## config.mk

```make
export PLATFORM = sky130hd
export DESIGN_NAME = max_abs_decimator_unit
export DESIGN_NICKNAME = d
export VERILOG_FILES = /design/src/rtl/core/mad_pkg.sv /design/src/rtl/core/mad_setup.sv /design/src/rtl/core/mad_front.sv /design/src/rtl/core/mad_queue.sv /design/src/rtl/core/mad_back.sv /design/src/rtl/core/max_abs_decimator_unit.sv
export SDC_FILE = /design/constraint.sdc
export NUM_CORES = 1
export LEC_CHECK = 0
export ABC_AREA = 1
export BUFFER_PORTS_ARGS = -buffer_cell sky130_fd_sc_hd__buf_4
export CAP_MARGIN = 5
export CORE_MARGIN = 2
export CORE_UTILIZATION = 45
export CTS_BUF_LIST = sky130_fd_sc_hd__clkbuf_2
export CTS_CLUSTER_DIAMETER = 100
export DETAILED_ROUTE_END_ITERATION = 12
export MAX_ROUTING_LAYER = met4
export PLACE_DENSITY = 0.58
export SKIP_CTS_REPAIR_TIMING = 1
export SLEW_MARGIN = 20
export SYNTH_ARGS = -nofsm -noshare
export SYNTH_HDL_FRONTEND = slang
export SYNTH_SLANG_ARGS = --single-unit
export TNS_END_PERCENT = 10
```

## constraint.sdc

```tcl
create_clock -name clk -period 18.7 [get_ports clk]
set_input_delay 3.74 -clock clk [delete_from_list [all_inputs] [get_ports clk]]
set_output_delay 3.74 -clock clk [all_outputs]
set_load 0.02 [all_outputs]
```

## src/rtl/core/mad_pkg.sv

```systemverilog
`timescale 1ns / 1ps
// ----------------------------------------------------------------------------
// mad_pkg
// Shared types, constants and the Bresenham step function of the decimator.
// ----------------------------------------------------------------------------
package mad_pkg;

	localparam int LEN_W      = 13;
	localparam int SAMPLE_W   = 16;
	localparam int MAG_W      = SAMPLE_W + 1;
	localparam int RUN_SHIFT  = 6;
	localparam int RUN_W      = RUN_SHIFT;
	localparam int CFG_IDX_W  = 2;
	localparam int STEP_CNT_W = 4;
	localparam int QUEUE_DEPTH = 4;
	localparam int QPTR_W     = $clog2(QUEUE_DEPTH);

	localparam logic [LEN_W-1:0] MAX_LEN       = LEN_W'(4096);
	localparam logic [LEN_W-1:0] IN_LEN_RESET  = LEN_W'(1024);
	localparam logic [LEN_W-1:0] OUT_LEN_RESET = LEN_W'(256);
	localparam logic [RUN_W-1:0] RUN_LAST_CNT  = {RUN_W{1'b1}};

	localparam logic [CFG_IDX_W-1:0] CFG_IN_LEN  = CFG_IDX_W'(0);
	localparam logic [CFG_IDX_W-1:0] CFG_OUT_LEN = CFG_IDX_W'(1);

	typedef enum logic [1:0] {
		MODE_DECIM,
		MODE_PASS,
		MODE_REPEAT
	} mode_t;

	typedef struct packed {
		logic                busy;
		logic                restart;
		mode_t               mode;
		logic [LEN_W-1:0]    n_len;
		logic [LEN_W-1:0]    w_len;
		logic [LEN_W-1:0]    quot;
		logic [LEN_W-1:0]    left;
	} setup_t;

	typedef struct packed {
		logic [SAMPLE_W-1:0] sample;
		logic [MAG_W-1:0]    mag;
	} entry_t;

	typedef struct packed {
		logic [LEN_W-1:0] nb;
		logic [LEN_W-1:0] rem;
	} adv_t;

	// One Bresenham step: boundary moves by the quotient, plus one on carry.
	function automatic adv_t mad_advance(
		input logic [LEN_W-1:0] nb,
		input logic [LEN_W-1:0] rem,
		input logic [LEN_W-1:0] quot,
		input logic [LEN_W-1:0] left,
		input logic [LEN_W-1:0] w_len
	);
		logic [LEN_W:0] sum;
		logic           carry;
		adv_t           res;
		sum     = {1'b0, rem} + {1'b0, left};
		carry   = (sum >= {1'b0, w_len});
		res.nb  = LEN_W'(nb + quot + {{(LEN_W-1){1'b0}}, carry});
		res.rem = carry ? LEN_W'(sum - {1'b0, w_len}) : sum[LEN_W-1:0];
		return res;
	endfunction

endpackage

```

## src/rtl/core/mad_setup.sv

```systemverilog
`timescale 1ns / 1ps
// ----------------------------------------------------------------------------
// mad_setup
// Length registers, clamping, and a bit-serial divider for the step quotient.
// ----------------------------------------------------------------------------
module mad_setup
	import mad_pkg::*;
(
	input  logic                 clk,
	input  logic                 arst_n,
	input  logic                 cfg_we,
	input  logic [CFG_IDX_W-1:0] cfg_index,
	input  logic [LEN_W-1:0]     cfg_data,
	output setup_t               setup
);

	logic [LEN_W-1:0]      in_len_q;
	logic [LEN_W-1:0]      out_len_q;
	logic                  start_q;
	logic                  busy_q;
	logic                  done_q;
	logic [STEP_CNT_W-1:0] cnt_q;
	logic [LEN_W-1:0]      div_q;
	logic [LEN_W-1:0]      part_q;
	logic [LEN_W-1:0]      n_q;
	logic [LEN_W-1:0]      w_q;
	mode_t                 mode_q;

	logic [LEN_W-1:0]           n_eff;
	logic [LEN_W-1:0]           o_clip;
	logic [LEN_W-1:0]           w_eff;
	logic [LEN_W+RUN_SHIFT-1:0] cap;
	logic [LEN_W:0]             shifted;
	logic                       ge;
	mode_t                      mode_eff;

	always_comb begin
		if (in_len_q == '0) begin
			n_eff = LEN_W'(1);
		end else if (in_len_q > MAX_LEN) begin
			n_eff = MAX_LEN;
		end else begin
			n_eff = in_len_q;
		end
		if (out_len_q == '0) begin
			o_clip = LEN_W'(1);
		end else if (out_len_q > MAX_LEN) begin
			o_clip = MAX_LEN;
		end else begin
			o_clip = out_len_q;
		end
		cap = {n_eff, {RUN_SHIFT{1'b0}}};
		if ({{RUN_SHIFT{1'b0}}, o_clip} > cap) begin
			w_eff = cap[LEN_W-1:0];
		end else begin
			w_eff = o_clip;
		end
		if (n_eff > w_eff) begin
			mode_eff = MODE_DECIM;
		end else if (n_eff == w_eff) begin
			mode_eff = MODE_PASS;
		end else begin
			mode_eff = MODE_REPEAT;
		end
		shifted = {part_q, div_q[LEN_W-1]};
		ge      = (shifted >= {1'b0, w_q});
	end

	always_ff @(posedge clk or negedge arst_n) begin
		if (!arst_n) begin
			in_len_q  <= IN_LEN_RESET;
			out_len_q <= OUT_LEN_RESET;
			start_q   <= 1'b1;
			busy_q    <= 1'b0;
			done_q    <= 1'b0;
			cnt_q     <= '0;
		end else begin
			done_q <= 1'b0;
			if (cfg_we && cfg_index == CFG_IN_LEN) begin
				in_len_q <= cfg_data;
				start_q  <= 1'b1;
			end else if (cfg_we && cfg_index == CFG_OUT_LEN) begin
				out_len_q <= cfg_data;
				start_q   <= 1'b1;
			end else if (start_q) begin
				start_q <= 1'b0;
				busy_q  <= 1'b1;
				cnt_q   <= '0;
			end else if (busy_q) begin
				cnt_q <= cnt_q + STEP_CNT_W'(1);
				if (cnt_q == STEP_CNT_W'(LEN_W - 1)) begin
					busy_q <= 1'b0;
					done_q <= 1'b1;
				end
			end
		end
	end

	always_ff @(posedge clk) begin
		if (start_q) begin
			div_q  <= n_eff;
			part_q <= '0;
			n_q    <= n_eff;
			w_q    <= w_eff;
			mode_q <= mode_eff;
		end else if (busy_q) begin
			div_q  <= {div_q[LEN_W-2:0], ge};
			part_q <= ge ? LEN_W'(shifted - {1'b0, w_q}) : shifted[LEN_W-1:0];
		end
	end

	assign setup.busy    = start_q | busy_q | done_q;
	assign setup.restart = done_q;
	assign setup.mode    = mode_q;
	assign setup.n_len   = n_q;
	assign setup.w_len   = w_q;
	assign setup.quot    = div_q;
	assign setup.left    = part_q;

endmodule

```

## src/rtl/core/mad_front.sv

```systemverilog
`timescale 1ns / 1ps
// ----------------------------------------------------------------------------
// mad_front
// Accepts sample words and tags each with its magnitude for the queue.
// ----------------------------------------------------------------------------
module mad_front
	import mad_pkg::*;
(
	input  logic                s_axis_tvalid,
	output logic                s_axis_tready,
	input  logic [SAMPLE_W-1:0] s_axis_tdata,
	input  logic                busy,
	input  logic                full,
	output logic                push,
	output entry_t              push_data
);

	logic [MAG_W-1:0] ext;

	assign s_axis_tready = !busy && !full;
	assign push          = s_axis_tvalid && s_axis_tready;
	assign ext           = {s_axis_tdata[SAMPLE_W-1], s_axis_tdata};

	always_comb begin
		push_data.sample = s_axis_tdata;
		push_data.mag    = s_axis_tdata[SAMPLE_W-1] ? (~ext + MAG_W'(1)) : ext;
	end

endmodule

```

## src/rtl/core/mad_queue.sv

```systemverilog
`timescale 1ns / 1ps
// ----------------------------------------------------------------------------
// mad_queue
// Small first-in first-out queue between the front and back parts.
// ----------------------------------------------------------------------------
module mad_queue
	import mad_pkg::*;
(
	input  logic   clk,
	input  logic   arst_n,
	input  logic   push,
	input  entry_t push_data,
	input  logic   pop,
	output logic   full,
	output logic   head_valid,
	output entry_t head
);

	entry_t          mem_q [QUEUE_DEPTH];
	logic [QPTR_W-1:0] wr_q;
	logic [QPTR_W-1:0] rd_q;
	logic [QPTR_W:0]   cnt_q;

	assign full       = (cnt_q == (QPTR_W+1)'(QUEUE_DEPTH));
	assign head_valid = (cnt_q != '0);
	assign head       = mem_q[rd_q];

	always_ff @(posedge clk or negedge arst_n) begin
		if (!arst_n) begin
			wr_q  <= '0;
			rd_q  <= '0;
			cnt_q <= '0;
		end else begin
			if (push) begin
				wr_q <= wr_q + QPTR_W'(1);
			end
			if (pop) begin
				rd_q <= rd_q + QPTR_W'(1);
			end
			if (push && !pop) begin
				cnt_q <= cnt_q + (QPTR_W+1)'(1);
			end else if (pop && !push) begin
				cnt_q <= cnt_q - (QPTR_W+1)'(1);
			end
		end
	end

	always_ff @(posedge clk) begin
		if (push) begin
			mem_q[wr_q] <= push_data;
		end
	end

endmodule

```

## src/rtl/core/mad_back.sv

```systemverilog
`timescale 1ns / 1ps
// ----------------------------------------------------------------------------
// mad_back
// Window peak tracking, pass-through and run repetition with Bresenham steps.
// ----------------------------------------------------------------------------
module mad_back
	import mad_pkg::*;
(
	input  logic                clk,
	input  logic                arst_n,
	input  setup_t              setup,
	input  logic                head_valid,
	input  entry_t              head,
	output logic                pop,
	output logic                m_axis_tvalid,
	input  logic                m_axis_tready,
	output logic [SAMPLE_W-1:0] m_axis_tdata,
	output logic                m_axis_tlast,
	output logic                m_axis_tuser
);

	logic [LEN_W-1:0]    in_idx_q, in_idx_d;
	logic [LEN_W-1:0]    out_idx_q, out_idx_d;
	logic [LEN_W-1:0]    nb_q, nb_d;
	logic [LEN_W-1:0]    rem_q, rem_d;
	logic [RUN_W-1:0]    run_q, run_d;
	logic                empty_q, empty_d;
	logic [SAMPLE_W-1:0] best_q, best_d;
	logic [MAG_W-1:0]    best_mag_q, best_mag_d;
	logic                vld_q;
	logic [SAMPLE_W-1:0] value_q;
	logic                rl_q;
	logic                fl_q;

	adv_t                adv;
	logic [LEN_W:0]      in_next;
	logic [LEN_W:0]      out_next;
	logic                fl_in;
	logic                fl_out;
	logic                fire;
	logic                take;
	logic                cond;
	logic                rl;
	logic                restart;
	logic                emit;
	logic [SAMPLE_W-1:0] emit_value;
	logic                emit_rl;
	logic                emit_fl;
	logic [SAMPLE_W-1:0] peak;
	logic [MAG_W-1:0]    peak_mag;

	always_comb begin
		adv      = mad_advance(nb_q, rem_q, setup.quot, setup.left, setup.w_len);
		in_next  = {1'b0, in_idx_q} + (LEN_W+1)'(1);
		out_next = {1'b0, out_idx_q} + (LEN_W+1)'(1);
		fl_in    = (in_next >= {1'b0, setup.n_len});
		fl_out   = (out_next >= {1'b0, setup.w_len});
		fire     = head_valid && (!vld_q || m_axis_tready) && !setup.busy;
		take     = empty_q || (head.mag > best_mag_q);
		peak     = take ? head.sample : best_q;
		peak_mag = take ? head.mag : best_mag_q;
		cond     = (nb_q == in_idx_q) && (out_idx_q < setup.w_len);
		rl       = fl_out || (adv.nb != in_idx_q) || (run_q == RUN_LAST_CNT);

		in_idx_d   = in_idx_q;
		out_idx_d  = out_idx_q;
		nb_d       = nb_q;
		rem_d      = rem_q;
		run_d      = run_q;
		empty_d    = empty_q;
		best_d     = best_q;
		best_mag_d = best_mag_q;
		pop        = 1'b0;
		emit       = 1'b0;
		emit_value = head.sample;
		emit_rl    = 1'b1;
		emit_fl    = 1'b0;
		restart    = setup.restart;

		case (setup.mode)
			MODE_DECIM: begin
				if (fire) begin
					pop = 1'b1;
					if (in_next >= {1'b0, nb_q}) begin
						emit       = 1'b1;
						emit_value = peak;
						emit_fl    = fl_out;
						if (fl_out) begin
							restart = 1'b1;
						end else begin
							in_idx_d  = in_next[LEN_W-1:0];
							out_idx_d = out_next[LEN_W-1:0];
							nb_d      = adv.nb;
							rem_d     = adv.rem;
							empty_d   = 1'b1;
						end
					end else begin
						in_idx_d   = in_next[LEN_W-1:0];
						empty_d    = 1'b0;
						best_d     = peak;
						best_mag_d = peak_mag;
					end
				end
			end
			MODE_PASS: begin
				if (fire) begin
					pop     = 1'b1;
					emit    = 1'b1;
					emit_fl = fl_in;
					if (fl_in) begin
						restart = 1'b1;
					end else begin
						in_idx_d  = in_next[LEN_W-1:0];
						out_idx_d = out_next[LEN_W-1:0];
					end
				end
			end
			MODE_REPEAT: begin
				if (fire) begin
					if (cond) begin
						emit    = 1'b1;
						emit_rl = rl;
						emit_fl = fl_out;
						if (rl) begin
							pop   = 1'b1;
							run_d = '0;
							if (fl_out || fl_in) begin
								restart = 1'b1;
							end else begin
								in_idx_d  = in_next[LEN_W-1:0];
								out_idx_d = out_next[LEN_W-1:0];
								nb_d      = adv.nb;
								rem_d     = adv.rem;
							end
						end else begin
							out_idx_d = out_next[LEN_W-1:0];
							nb_d      = adv.nb;
							rem_d     = adv.rem;
							run_d     = run_q + RUN_W'(1);
						end
					end else begin
						pop   = 1'b1;
						run_d = '0;
						if (fl_in) begin
							restart = 1'b1;
						end else begin
							in_idx_d = in_next[LEN_W-1:0];
						end
					end
				end
			end
			default: begin
			end
		endcase

		if (restart) begin
			in_idx_d   = '0;
			out_idx_d  = '0;
			run_d      = '0;
			empty_d    = 1'b1;
			best_d     = '0;
			best_mag_d = '0;
			nb_d       = (setup.mode == MODE_DECIM) ? setup.quot : '0;
			rem_d      = (setup.mode == MODE_DECIM) ? setup.left : '0;
		end
	end

	always_ff @(posedge clk or negedge arst_n) begin
		if (!arst_n) begin
			in_idx_q  <= '0;
			out_idx_q <= '0;
			nb_q      <= '0;
			rem_q     <= '0;
			run_q     <= '0;
			empty_q   <= 1'b1;
			vld_q     <= 1'b0;
		end else begin
			in_idx_q  <= in_idx_d;
			out_idx_q <= out_idx_d;
			nb_q      <= nb_d;
			rem_q     <= rem_d;
			run_q     <= run_d;
			empty_q   <= empty_d;
			if (emit) begin
				vld_q <= 1'b1;
			end else if (m_axis_tready) begin
				vld_q <= 1'b0;
			end
		end
	end

	always_ff @(posedge clk) begin
		best_q     <= best_d;
		best_mag_q <= best_mag_d;
		if (emit) begin
			value_q <= emit_value;
			rl_q    <= emit_rl;
			fl_q    <= emit_fl;
		end
	end

	assign m_axis_tvalid = vld_q;
	assign m_axis_tdata  = value_q;
	assign m_axis_tlast  = rl_q;
	assign m_axis_tuser  = fl_q;

endmodule

```

## src/rtl/core/max_abs_decimator_unit.sv

```systemverilog
`timescale 1ns / 1ps
// ----------------------------------------------------------------------------
// max_abs_decimator_unit
// Frame resampler: window peak by magnitude, pass-through, or sample repeat.
// ----------------------------------------------------------------------------
// When in_len exceeds out_len and when the lengths are equal, one sample word
// is taken every cycle while the output is ready, and at most one result word
// follows it. When in_len is smaller, results leave at one per cycle while the
// output is ready, and a sample holds the back end until it has sent all the
// results it causes, while a four-word queue keeps taking samples. After reset
// and after every register write the step quotient is found by a 13-step
// bit-serial divider; until it is done no sample word is accepted.
module max_abs_decimator_unit
	import mad_pkg::*;
(
	input  logic                 clk,
	input  logic                 arst_n,
	input  logic                 cfg_we,
	input  logic [CFG_IDX_W-1:0] cfg_index,
	input  logic [LEN_W-1:0]     cfg_data,
	input  logic                 s_axis_tvalid,
	output logic                 s_axis_tready,
	input  logic [SAMPLE_W-1:0]  s_axis_tdata,   // [15:0] sample
	output logic                 m_axis_tvalid,
	input  logic                 m_axis_tready,
	output logic [SAMPLE_W-1:0]  m_axis_tdata,   // [15:0] value
	output logic                 m_axis_tlast,
	output logic                 m_axis_tuser    // [0] frame_last
);

	setup_t setup;
	logic   full;
	logic   push;
	entry_t push_data;
	logic   pop;
	logic   head_valid;
	entry_t head;

	mad_setup u_setup (
		.clk       (clk),
		.arst_n    (arst_n),
		.cfg_we    (cfg_we),
		.cfg_index (cfg_index),
		.cfg_data  (cfg_data),
		.setup     (setup)
	);

	mad_front u_front (
		.s_axis_tvalid (s_axis_tvalid),
		.s_axis_tready (s_axis_tready),
		.s_axis_tdata  (s_axis_tdata),
		.busy          (setup.busy),
		.full          (full),
		.push          (push),
		.push_data     (push_data)
	);

	mad_queue u_queue (
		.clk        (clk),
		.arst_n     (arst_n),
		.push       (push),
		.push_data  (push_data),
		.pop        (pop),
		.full       (full),
		.head_valid (head_valid),
		.head       (head)
	);

	mad_back u_back (
		.clk           (clk),
		.arst_n        (arst_n),
		.setup         (setup),
		.head_valid    (head_valid),
		.head          (head),
		.pop           (pop),
		.m_axis_tvalid (m_axis_tvalid),
		.m_axis_tready (m_axis_tready),
		.m_axis_tdata  (m_axis_tdata),
		.m_axis_tlast  (m_axis_tlast),
		.m_axis_tuser  (m_axis_tuser)
	);

endmodule
```

# Word level (Yosys, flattened, before mapping)
# Memories as Yosys holds them, arrays and structs flattened.
# Index checks and enable logic that the tools add are counted.
classes:
  magnitude_cmp: 11
  muxes: 111
  n_eq_ne: 21
  bitwise: 6
  addsub: 14
  reduce_logical: 44
op_table:
  columns: ["op", "n"]
  rows:
  - ["2-to-1 mux 13 bit", 47]
  - ["case mux 13 bit (3 select lines)", 2]
  - [">= comparator 14 x 13 -> 1 bit", 5]
  - ["2-to-1 mux 16 bit", 4]
  - ["case mux 13 bit (2 select lines)", 2]
  - ["2-to-1 mux 1 bit", 41]
  - ["2-to-1 mux 6 bit", 5]
  - ["adder 13 x 1 -> 14 bit (second input constant)", 2]
  - ["equality test 13 bit", 2]
  - ["> comparator 13 bit (second input constant)", 2]
  - ["logical NOT 13 bit", 2]
  - ["subtractor 13 bit", 2]
  - ["> comparator 13 x 19 -> 1 bit", 1]
  - ["adder 17 x 1 -> 17 bit (second input constant)", 1]
  - ["> comparator 17 bit", 1]
  - ["2-to-1 mux 17 bit", 1]
  - ["inverter 17 bit", 1]
  - ["inequality test 4 bit (second input constant)", 4]
  - ["inequality test 3 x 1 -> 1 bit (second input constant)", 5]
  - ["adder 13 x 13 -> 14 bit", 1]
  - ["AND reduction 7 bit", 2]
  - ["adder 13 x 1 -> 13 bit", 1]
  - ["adder 13 bit", 1]
  - ["> comparator 13 bit", 1]
  - ["other kinds (32)", 71]
word_totals:
  reg_bits: 205
  inputBits: 36
  output_inout_bits: 20
  mem_bits_rw: 132
  mem_count: 1
  word_cells: 234
memory_table:
  columns: ["memory", "words", "word_bits", "read_ports", "rd_clocked_by_memory_dff", "write_ports", "line", "text"]
  rows:
  - ["u_queue.mem_q", 4, 33, 1, 0, 1, "mad_queue.sv:19", "entry_t mem_q [QUEUE_DEPTH];"]

# Logic depth before layout (Yosys ltp)
# Gate-level depths: netlist of the first run.
logic_depth:
  word_depth: 13
  mapped_depth: 51
  depth_no_buf: 49

# Modules after synthesis
# From an unflattened synthesis of the first run, not the netlist that was laid out.
hier_totals:
  cells_unflattened: 2644
  area_unflattened_um2: 21755.9
by_module_without_submodules:
  columns: ["mod", "area_per_inst_um2", "n_inst", "cells_per_inst"]
  rows:
  - ["mad_back", 10201.0, 1, 1472]
  - ["mad_queue", 5885.6, 1, 434]
  - ["mad_setup", 5062.4, 1, 628]
  - ["mad_front", 606.8, 1, 110]

# Worst setup path before layout of the first run
# OpenSTA, ideal clock, no wires.
synth_timing:
  kind: "flip-flop to flip-flop"
  start: "register u_back.rem_q[0]"
  end: "register u_queue.cnt_q[2]"
  t_required_ps: 18569
  period_less_slack_ps: 6082
  slack_ps: 12618
  t_arrival_ps: 5951
  stages_incl_launch_ff: 41
  path_cell_list: "dfrtp_1 -> ha_1 -> fa_1 -> nand3_1 -> nand2_1 -> a21oi_1 -> nor2_1 -> nor2_1 -> xor2_1 -> inv_1 -> ha_1 -> nand2_1 -> o21ai_0 -> a21oi_1 -> o21a_1 -> o221ai_1 -> nand2_1 -> nand3_1 -> (+5 left out) -> nand2_1 -> nor2_1 -> nand2_1 -> nor2_1 -> nand3_1 -> nor2_1 -> nand3_1 -> nor2_1 -> nand3_2 -> o21bai_1 -> nand2_1 -> nand2_1 -> ha_1 -> inv_1 -> fa_1 -> a21oi_1 -> o21ai_0 -> xor2_1"
synth_between:
  elab_chain_cells: 13
  elab_cells_between_ends: 15
  classes_between: "add/sub (2); order compare (1); eq/ne (1); mux (5); reduce/logical (6)"
synth_rtl:
  columns: ["item", "line", "text"]
  rows:
  - ["start, declared", "mad_back.sv:25", "logic [LEN_W-1:0] rem_q, rem_d;"]
  - ["start signal, assigned", "mad_back.sv:181", "rem_q <= rem_d;"]
  - ["adder 13 x 13 -> 14 bit *", "mad_pkg.sv:63", "sum = {1'b0, rem} + {1'b0, left};"]
  - [">= comparator 14 x 13 -> 1 bit *", "mad_pkg.sv:64", "carry = (sum >= {1'b0, w_len});"]
  - ["adder 13 x 1 -> 13 bit *", "mad_pkg.sv:65", "res.nb = LEN_W'(nb + quot + {{(LEN_W-1){1'b0}}, carry});"]
  - ["inequality test 13 bit *", "mad_back.sv:63", "rl = fl_out || (adv.nb != in_idx_q) || (run_q == RUN_LAST_CNT);"]
  - ["logical OR 1 bit * (2 in series)", "mad_back.sv:63", null]
  - ["2-to-1 mux 1 bit *", "mad_back.sv:124", "if (rl) begin"]
  - ["2-to-1 mux 1 bit *", "mad_back.sv:120", "if (cond) begin"]
  - ["2-to-1 mux 1 bit *", "mad_back.sv:119", "if (fire) begin"]
  - ["case mux 1 bit (2 select lines) *", "mad_back.sv:80", "case (setup.mode)"]
  - ["logical NOT 1 bit", "mad_queue.sv:40", "if (push && !pop) begin"]
  - ["logical AND 1 bit", "mad_queue.sv:40", null]
  - ["2-to-1 mux 3 bit / nonzero test 2 bit (equally long branches)", null, null]
  - ["end signal, assigned", "mad_queue.sv:41", "cnt_q <= cnt_q + (QPTR_W+1)'(1);"]
  - ["end signal, assigned", "mad_queue.sv:43", "cnt_q <= cnt_q - (QPTR_W+1)'(1);"]
  - ["end, declared", "mad_queue.sv:22", "logic [QPTR_W:0] cnt_q;"]
# Mark *: on every way between the ends. The rest lies on a longest branch, timed or not.
# A chain may end at the register's enable or synchronous reset.

# Final worst setup path of the first run
layout_timing:
  start: "register u_setup.part_q[0]"
  end: "register u_back.nb_q[0]"
layout_between:
  elab_chain_cells: 12
  elab_cells_between_ends: 27
  classes_between: "add/sub (2); order compare (1); eq/ne (7); mux (13); reduce/logical (4)"
layout_rtl:
  columns: ["item", "line", "text"]
  rows:
  - ["start, declared", "mad_setup.sv:24", "logic [LEN_W-1:0] part_q;"]
  - ["start signal, assigned", "mad_setup.sv:108", "part_q <= ge ? LEN_W'(shifted - {1'b0, w_q}) : shifted[LEN_W-1:0];"]
  - ["adder 13 x 13 -> 14 bit *", "mad_pkg.sv:63", null]
  - [">= comparator 14 x 13 -> 1 bit *", "mad_pkg.sv:64", null]
  - ["adder 13 x 1 -> 13 bit *", "mad_pkg.sv:65", null]
  - ["inequality test 13 bit", "mad_back.sv:63", null]
  - ["logical OR 1 bit (2 in series)", "mad_back.sv:63", null]
  - ["2-to-1 mux 1 bit", "mad_back.sv:124", null]
  - ["2-to-1 mux 1 bit", "mad_back.sv:120", null]
  - ["2-to-1 mux 1 bit", "mad_back.sv:119", null]
  - ["case mux 1 bit (3 select lines)", "mad_back.sv:80", null]
  - ["inequality test 4 bit (no line), or another cell as far along", null, null]
  - ["AND reduction 7 bit (no line)", null, null]
  - ["end signal, assigned", "mad_back.sv:180", "nb_q <= nb_d;"]
  - ["end, declared", "mad_back.sv:24", "logic [LEN_W-1:0] nb_q, nb_d;"]
# Mark *: on every way between the ends. The rest lies on a longest branch, timed or not. The select of a mux whose other input is x is not followed.

==> results of run 1 <==
[routing by layer]
metal / part of all wire (%) / wire (um) / vias up / GRT usage (%)
met4: 2.9 / 1580 / 0 / 9.45
met2: 41 / 22500 / 546 / 34.1
met1: 49 / 26600 / 7903 / 35.2
li1: - / - / 8368 / -
met3: 7.4 / 4050 / 101 / 4.86
met5: 0 / 0 / - / -
[through the flow]
stage / hold slack [ps] / cell area [sq um] / cells / total power [mW] / util (%)
finish: 468 / 22000 / 3171 / 3.39 / 49.7
global route: 485 / 22000 / 3171 / 3.72 / 49.7
CTS: 469 / 22000 / 3168 / 3.39 / 49.7
detailed placement: 456 / 21200 / 3005 / 2.84 / 47.8
global placement: 452 / 21100 / 3004 / 2.83 / 47.7
floorplan: 444 / 20300 / 2426 / 2.37 / -
[flip-flops by register name (all words and copies together) (netlist names), 6 cells and up]
signal / count
u_back.best_mag_q: 17
u_back.rem_q: 13
u_back.in_idx_q: 13
u_back.nb_q: 13
u_back.out_idx_q: 13
u_setup.part_q: 13
u_setup.out_len_q: 13
u_setup.div_q: 13
u_setup.w_q: 13
u_back.m_axis_tdata: 16
u_setup.n_q: 13
u_back.best_q: 16
u_setup.in_len_q: 13
u_queue.mem_q: 128
u_back.run_q: 6
[cell usage after synthesis (all sizes together), types with 2 or more instances]
cell type,number,area [sq um]
nand3,141,738
a32o,12,120
xor2,52,455
ha,154,1930
o21ai,183,942
edfxtp,187,5620
nand4,35,225
o22ai,38,238
o2111ai,3,26.3
fa,6,120
nor4,14,87.6
a211oi,11,82.6
dfstp,4,105
xnor2,24,210
buf,32,240
a22oi,2,15.0
a31oi,10,62.6
o221ai,2,17.5
o21a,4,31.3
nor4b,2,17.5
a21oi,137,701
or3,2,12.5
nand2,585,2320
a21o,2,15.0
nor3,22,133
or2,8,50.1
o21bai,5,37.5
dfxtp,46,921
nor2,223,873
a221oi,2,17.5
dfrtp,96,2400
clkbuf,49,185
o211ai,10,80.1
clkinv,2,7.51
inv,306,1150
[power breakdown]
part	leakage [nW]	internal, mW	switching (mW)
Clock	0.628	0.204	0.333
Combinational	6.11	0.647	1.19
Sequential	3.39	0.898	0.121
[how the worst min path moves through the flow]
stage	from	end	slack, ps
after floorplan	u_back.best_mag_q[1]	u_back.best_mag_q[1]	440
after global placement	u_back.best_mag_q[13]	u_back.best_mag_q[13]	450
after detailed placement	u_back.best_mag_q[2]	u_back.best_mag_q[2]	460
after CTS	u_back.best_mag_q[2]	u_back.best_mag_q[2]	470
after global routing	u_back.best_mag_q[4]	u_back.best_mag_q[4]	490
final	u_back.best_mag_q[2]	u_back.best_mag_q[2]	470
[layout make-up]
type	count	area share, %
well taps	592	3.36
inverters	308	5.26
flip-flops and latches	333	41.1
clock inverters	37	0.989
multi-input cells	1704	44.0
repair buffers	68	2.41
diodes	3	0.0341
clock buffers	126	2.86
[critical path, delay by kind of cell, from the launching register on]
family | cells | cell delay [ps]
buffers and inverters | 4 | 1320
xor gates and xnor gates | 1 | 160
DFF | 1 | 360
adders and majority gates | 5 | 1650
and+or+nand+nor | 26 | 4220
AOI/OAI and AO/OA | 6 | 950
[logic make-up after synthesis]
| group | after synthesis |
|---|---|
| flops | 333 |
| fa+ha+maj | 160 |
| xor+xnor | 76 |
| simple gates | 1036 |
| buf+inv | 389 |
| compound gates | 428 |
| other cells | 1 |
==> reports/summary.txt, run 1 <==
Clk_skew - 90.0 ps
Yosys warns - 0
Fin crit period - 8860 ps
Seq. cell area - 9040 sq um
Pre-antenna DRT Iters - 5
Post-DR wirelength/cell - 17.2 um
Commonest non-fill, non-tap cell in the layout - nand2_1
Final period utilization - 47.4%
Reg2reg path depth - 42
CP startpoint - u_setup.part_q[0]
Synth Register Bits - 333
Largest net degree at the start of global routing - 66
Post-route ant nets - 0
Residual DRC - 0
Synth Area per Inst - 8.37 sq um
Setup ws final - 9840 ps
Clk slew on worst S/H paths - 110 ps
H-tree levels - 3
Max incr delay on CP - 910 ps
Yosys cell types - 69
Hold Crit Depth - 2
Adder-cell share of the synthesized area - 10.1%
Nets - 2698
Setup_tns - 0 ps
Share of layout cells above drive strength 1 - 11.4%
Max VDD drop - 0.0000995 V
Global-route wire length before repair - 87400 um
Clk_lat worst skew - 1130 ps
R2R Path End - u_back.nb_q[0]
Total CTS buffers - 87
Worst setup path end - u_back.nb_q[0]
Mux share of post-synthesis cell area - 0%
Syn-to-layout area delta - 8.62%
Largest family of logic cells by synthesized area - simple AND/OR/NAND/NOR gates
Starting Density - 45.8%
# fillers - 4325
Cells after Synth - 2423
Vias in the first global route - 16100
PwrDens - 154 nW/um^2
Drt via density - 5.34
Detailed placement HPWL - 39000 um
R2r startpoint - u_setup.part_q[0]
Core area - 44300 sq um
Multi-input gate area - 9690 sq um
CP endpoint kind - flip-flop
CTS tree - done
Synth Area in Compound Gates - 12.1%
Slew @ Worst Pin - 1080 ps
Synthesized area - 20300 sq um
I/O pin count - 56
Post-synthesis sequential area ratio - 44.6%
Post-Synth Simple-Gate Area - 22.1%
Antenna violations before repair - 5
Top_reg_cell synth - edfxtp_1
Pre-CTS setup slack - 9980 ps
Std cell rows - 77
PortBufs - 55
Crit Path Max Fanout - 53
CTS max path bufs - 3
R2R Setup Slk - 9840 ps
Max_slew headroom - 27.6%
Die height - 216 um
Crit path launch type - flip-flop
Overflow after GRT - 0
Pins over their slew limit - 0
Iter 0 DRT Violations - 1220
Die Span X - 216 um
Post-synth EDFFs - 187
Leak Pwr - 10.1 nW
Most frequent cells in the layout - 551 x nand2_1, 300 x inv_1, 213 x nor2_1
Die area - 46800 sq um
Final setup fails - 0
MaxCap Viol Count - 0
RSZ-0062 raised after global routing - no
Final WL - 54700 um
WP data required - 19660 ps
Synth Area in XOR/XNOR - 3.28%
Final RePlAce weighted congestion - 0.938
Data arrival, critical path - 9810 ps
Crit Path Category - reg -> reg
Via count - 16900
Status - finished clean
Root buffer selected by CTS - clkbuf_2
Final Hold Viols - 0
Critical path's most frequent cell - nand2_1
Slowest CP cell - inv_2
GR Util All Layers - 24.6%
Hold Crit Class - reg -> reg
Async SR Flop Fraction - 30.0%
Clk sink count - 333
FMAX - 0.113 GHz
Note: power is estimated with default switching activity, not from simulation.
==> run 2, diff against run 1 <==
Settings changed: PLACE_DENSITY 0.58 to 0.6.
Clock period 18.7 ns to 8.1 ns, I/O delays scaled along.
==> run 2 against run 1 <==
  * Flip-flop and latch count is the same
  * Setup slack lost 8900 ps
  * Worst hold slack gained 2.2 ps
  * Die area is the same
  * Combinational power grew 130%
  * Utilization grew 0.26 points
  * Sequential share of layout area shrank 0.21 points
  * Critical path depth grew 2
  * First-iteration DRC count shrank 4.7%
  * Critical path type unchanged
  * Critical endpoint is now u_back.rem_q[2]
  * Highest routed layer unchanged
==> reports/summary.txt, run 2 (same netlist as run 1, synthesis figures left out) <==
Status - finished clean (unchanged)
Seq. cell area - 9040 sq um (unchanged)
Largest net degree at the start of global routing - 66 (unchanged)
Via count - 16700 (was 16900)
Finished Layout Cells - 3182 (was 3171)
Top delay family on crit path - simple AND/OR/NAND/NOR gates (unchanged)
H-tree levels - 3 (unchanged)
Max incr delay on CP - 560 ps (was 910 ps)
Syn-to-layout area delta - 9.19% (was 8.62%)
Commonest non-fill, non-tap cell in the layout - nand2_1 (unchanged)
Detailed placement HPWL - 38800 um (was 39000 um)
MaxCap Viol Count - 0 (unchanged)
Min Hold Slack - 470 ps (was 468 ps)
Final Hold Viols - 0 (unchanged)
WP data required - 9100 ps (was 19660 ps)
I/O pin count - 56 (unchanged)
Clk_lat worst skew - 1110 ps (was 1130 ps)
Hold Crit Class - reg -> reg (unchanged)
CTS tree - done (unchanged)
Overflow after GRT - 0 (unchanged)
Part of the power in combinational logic - 53.9% (was 54.1%)
Slowest CP cell - nor2_4 (was inv_2)
Crit Path Max Fanout - 29 (was 53)
PwrDens - 355 nW/um^2 (was 154 nW/um^2)
Finished Core Util - 50.0% (was 49.7%)
Drt via density - 5.26 (was 5.34)
Max_slew headroom - 34.7% (was 27.6%)
Pins over their slew limit - 0 (unchanged)
Total CTS buffers - 89 (was 87)
Final WL - 53600 um (was 54700 um)
Die area - 46800 sq um (unchanged)
Setup_tns - 0 ps (unchanged)
Critical path's most frequent cell - nand2_1 (unchanged)
Vias in the first global route - 16100 (about the same)
Slew @ Worst Pin - 979 ps (was 1080 ps)
Global-route wire length before repair - 86600 um (was 87400 um)
Reg power frac - 29.8% (was 30.1%)
Clk slew on worst S/H paths - 100 ps (was 110 ps)
Dpl cells - 3013 (was 3005)
Number of cells on the critical path - 44 (was 42)
R2r startpoint - u_back.rem_q[0] (was u_setup.part_q[0])
CP startpoint - u_back.rem_q[0] (was u_setup.part_q[0])
Pre-antenna DRT Iters - 6 (was 5)
CP endpoint kind - flip-flop (unchanged)
Reg2reg path depth - 44 (was 42)
Max VDD drop - 0.000242 V (was 0.0000995 V)
Power share of the clock group - 16.3% (was 15.8%)
Final RePlAce weighted congestion - 0.941 (was 0.938)
R2R Setup Slk - 900 ps (was 9840 ps)
Std cell rows - 77 (unchanged)
Nets - 2709 (was 2698)
GR Util All Layers - 24.1% (was 24.6%)
Fin crit period - 7200 ps (was 8860 ps)
Residual DRC - 0 (unchanged)
Die height - 216 um (unchanged)
Crit path launch type - flip-flop (unchanged)
Multi-input gate area - 9700 sq um (was 9690 sq um)
Post-route ant nets - 0 (unchanged)
Crit Path Category - reg -> reg (unchanged)
Overall Power - 7.87 mW (was 3.39 mW)
Data arrival, critical path - 8190 ps (was 9810 ps)
Post-DR wirelength/cell - 16.8 um (was 17.2 um)
Internal power - 4.14 mW (was 1.75 mW)
Clk_skew - 112 ps (was 90.0 ps)
Antenna violations before repair - 2 (was 5)
Clk sink count - 333 (unchanged)
Root buffer selected by CTS - clkbuf_2 (unchanged)
Core area - 44300 sq um (unchanged)
Leak Pwr - 10.2 nW (was 10.1 nW)
Starting Density - 45.8% (unchanged)
PortBufs - 55 (unchanged)
Worst setup path end - u_back.rem_q[2] (was u_back.nb_q[0])
CTS max path bufs - 3 (unchanged)
Largest Register - u_queue.mem_q (unchanged)
Sw Share - 47.4% (was 48.4%)
R2R Path End - u_back.rem_q[2] (was u_back.nb_q[0])
Share of layout cells above drive strength 1 - 11.9% (was 11.4%)
Die Span X - 216 um (unchanged)
Max reg flops - 128 (unchanged)
Sw power - 3.73 mW (was 1.64 mW)
# fillers - 4326 (was 4325)
RSZ-0062 raised after global routing - no (unchanged)
Most frequent cells in the layout - 550 x nand2_1, 300 x inv_1, 213 x nor2_1 (was 551 x nand2_1, 300 x inv_1, 213 x nor2_1)
FMAX - 0.139 GHz (was 0.113 GHz)
Final period utilization - 88.8% (was 47.4%)
Final setup fails - 0 (unchanged)
Buffer and inverter count on the worst path - 6 (was 4)
Iter 0 DRT Violations - 1163 (was 1220)
Biggest regs - u_queue.mem_q: 128 flops, u_back.best_mag_q: 17 flops (unchanged)
## run 2: changes by cell type in the layout (fill, tap and decap cells not counted), moves of 2 or more
cell	delta
clkbuf_2	+7
buf_4	+8
clkinv_2	-4
bufinv_16	+2
inv_2	+2
## run 2: power by group through the flow
| stage | clock (mW) | sequential (mW) | combinational, mW |
|---|---|---|---|
| 4_1_cts | 1.34 | 2.34 | 4.20 |
| 5_1_grt | 1.41 | 2.38 | 4.84 |
| 6_report | 1.28 | 2.34 | 4.24 |
| 3_3_place_gp | 0 | 2.37 | 4.15 |
| 2_1_floorplan | 0 | 2.26 | 3.21 |
| 3_5_place_dp | 0 | 2.37 | 4.18 |
## run 2: worst min path at each step
stage	start	end	slack, ps	cells after the start
3_5_place_dp	u_back.best_mag_q[2]	u_back.best_mag_q[2]	460	2
3_3_place_gp	u_back.best_q[1]	u_back.best_q[1]	450	2
6_report	u_back.best_mag_q[2]	u_back.best_mag_q[2]	470	2
4_1_cts	u_back.best_mag_q[2]	u_back.best_mag_q[2]	470	2
2_1_floorplan	u_back.best_mag_q[1]	u_back.best_mag_q[1]	440	2
5_1_grt	u_back.best_mag_q[2]	u_back.best_mag_q[2]	500	2
## run 2: area by class of cell
class,instances,share of cell area (%)
Clock buffer,133,3.01
Antenna cell,2,0.0226
Clock inverter,33,1.06
Tap cell,592,3.35
Multi-Input combinational cell,1704,43.8
Sequential cell,333,40.9
Timing Repair Buffer,77,2.68
Inverter,308,5.22
## run 2: per-stage QoR
step	cell area [sq um]	setup WS, ps
global placement	21200	1030
detailed placement	21200	894
finish	22100	905
global route	22100	105
CTS	22100	805
floorplan	20300	2020
## run 2: metal layers
metal	track usage (%)	share of wire, %
met4	7.15	1.6
met3	4.11	6.0
met5	-	0
met1	34.9	50
met2	34.4	42
## run 2: worst reg2reg max path, delay by kind of cell (launching register included)
kind	cells	cell delay, ps
AO/OA/AOI/OAI	5	880
XOR/XNOR	1	200
adder cells (fa/ha/maj)	5	1590
buffers and inverters	6	780
flip-flops	1	400
AND/OR/NAND/NOR	27	3290
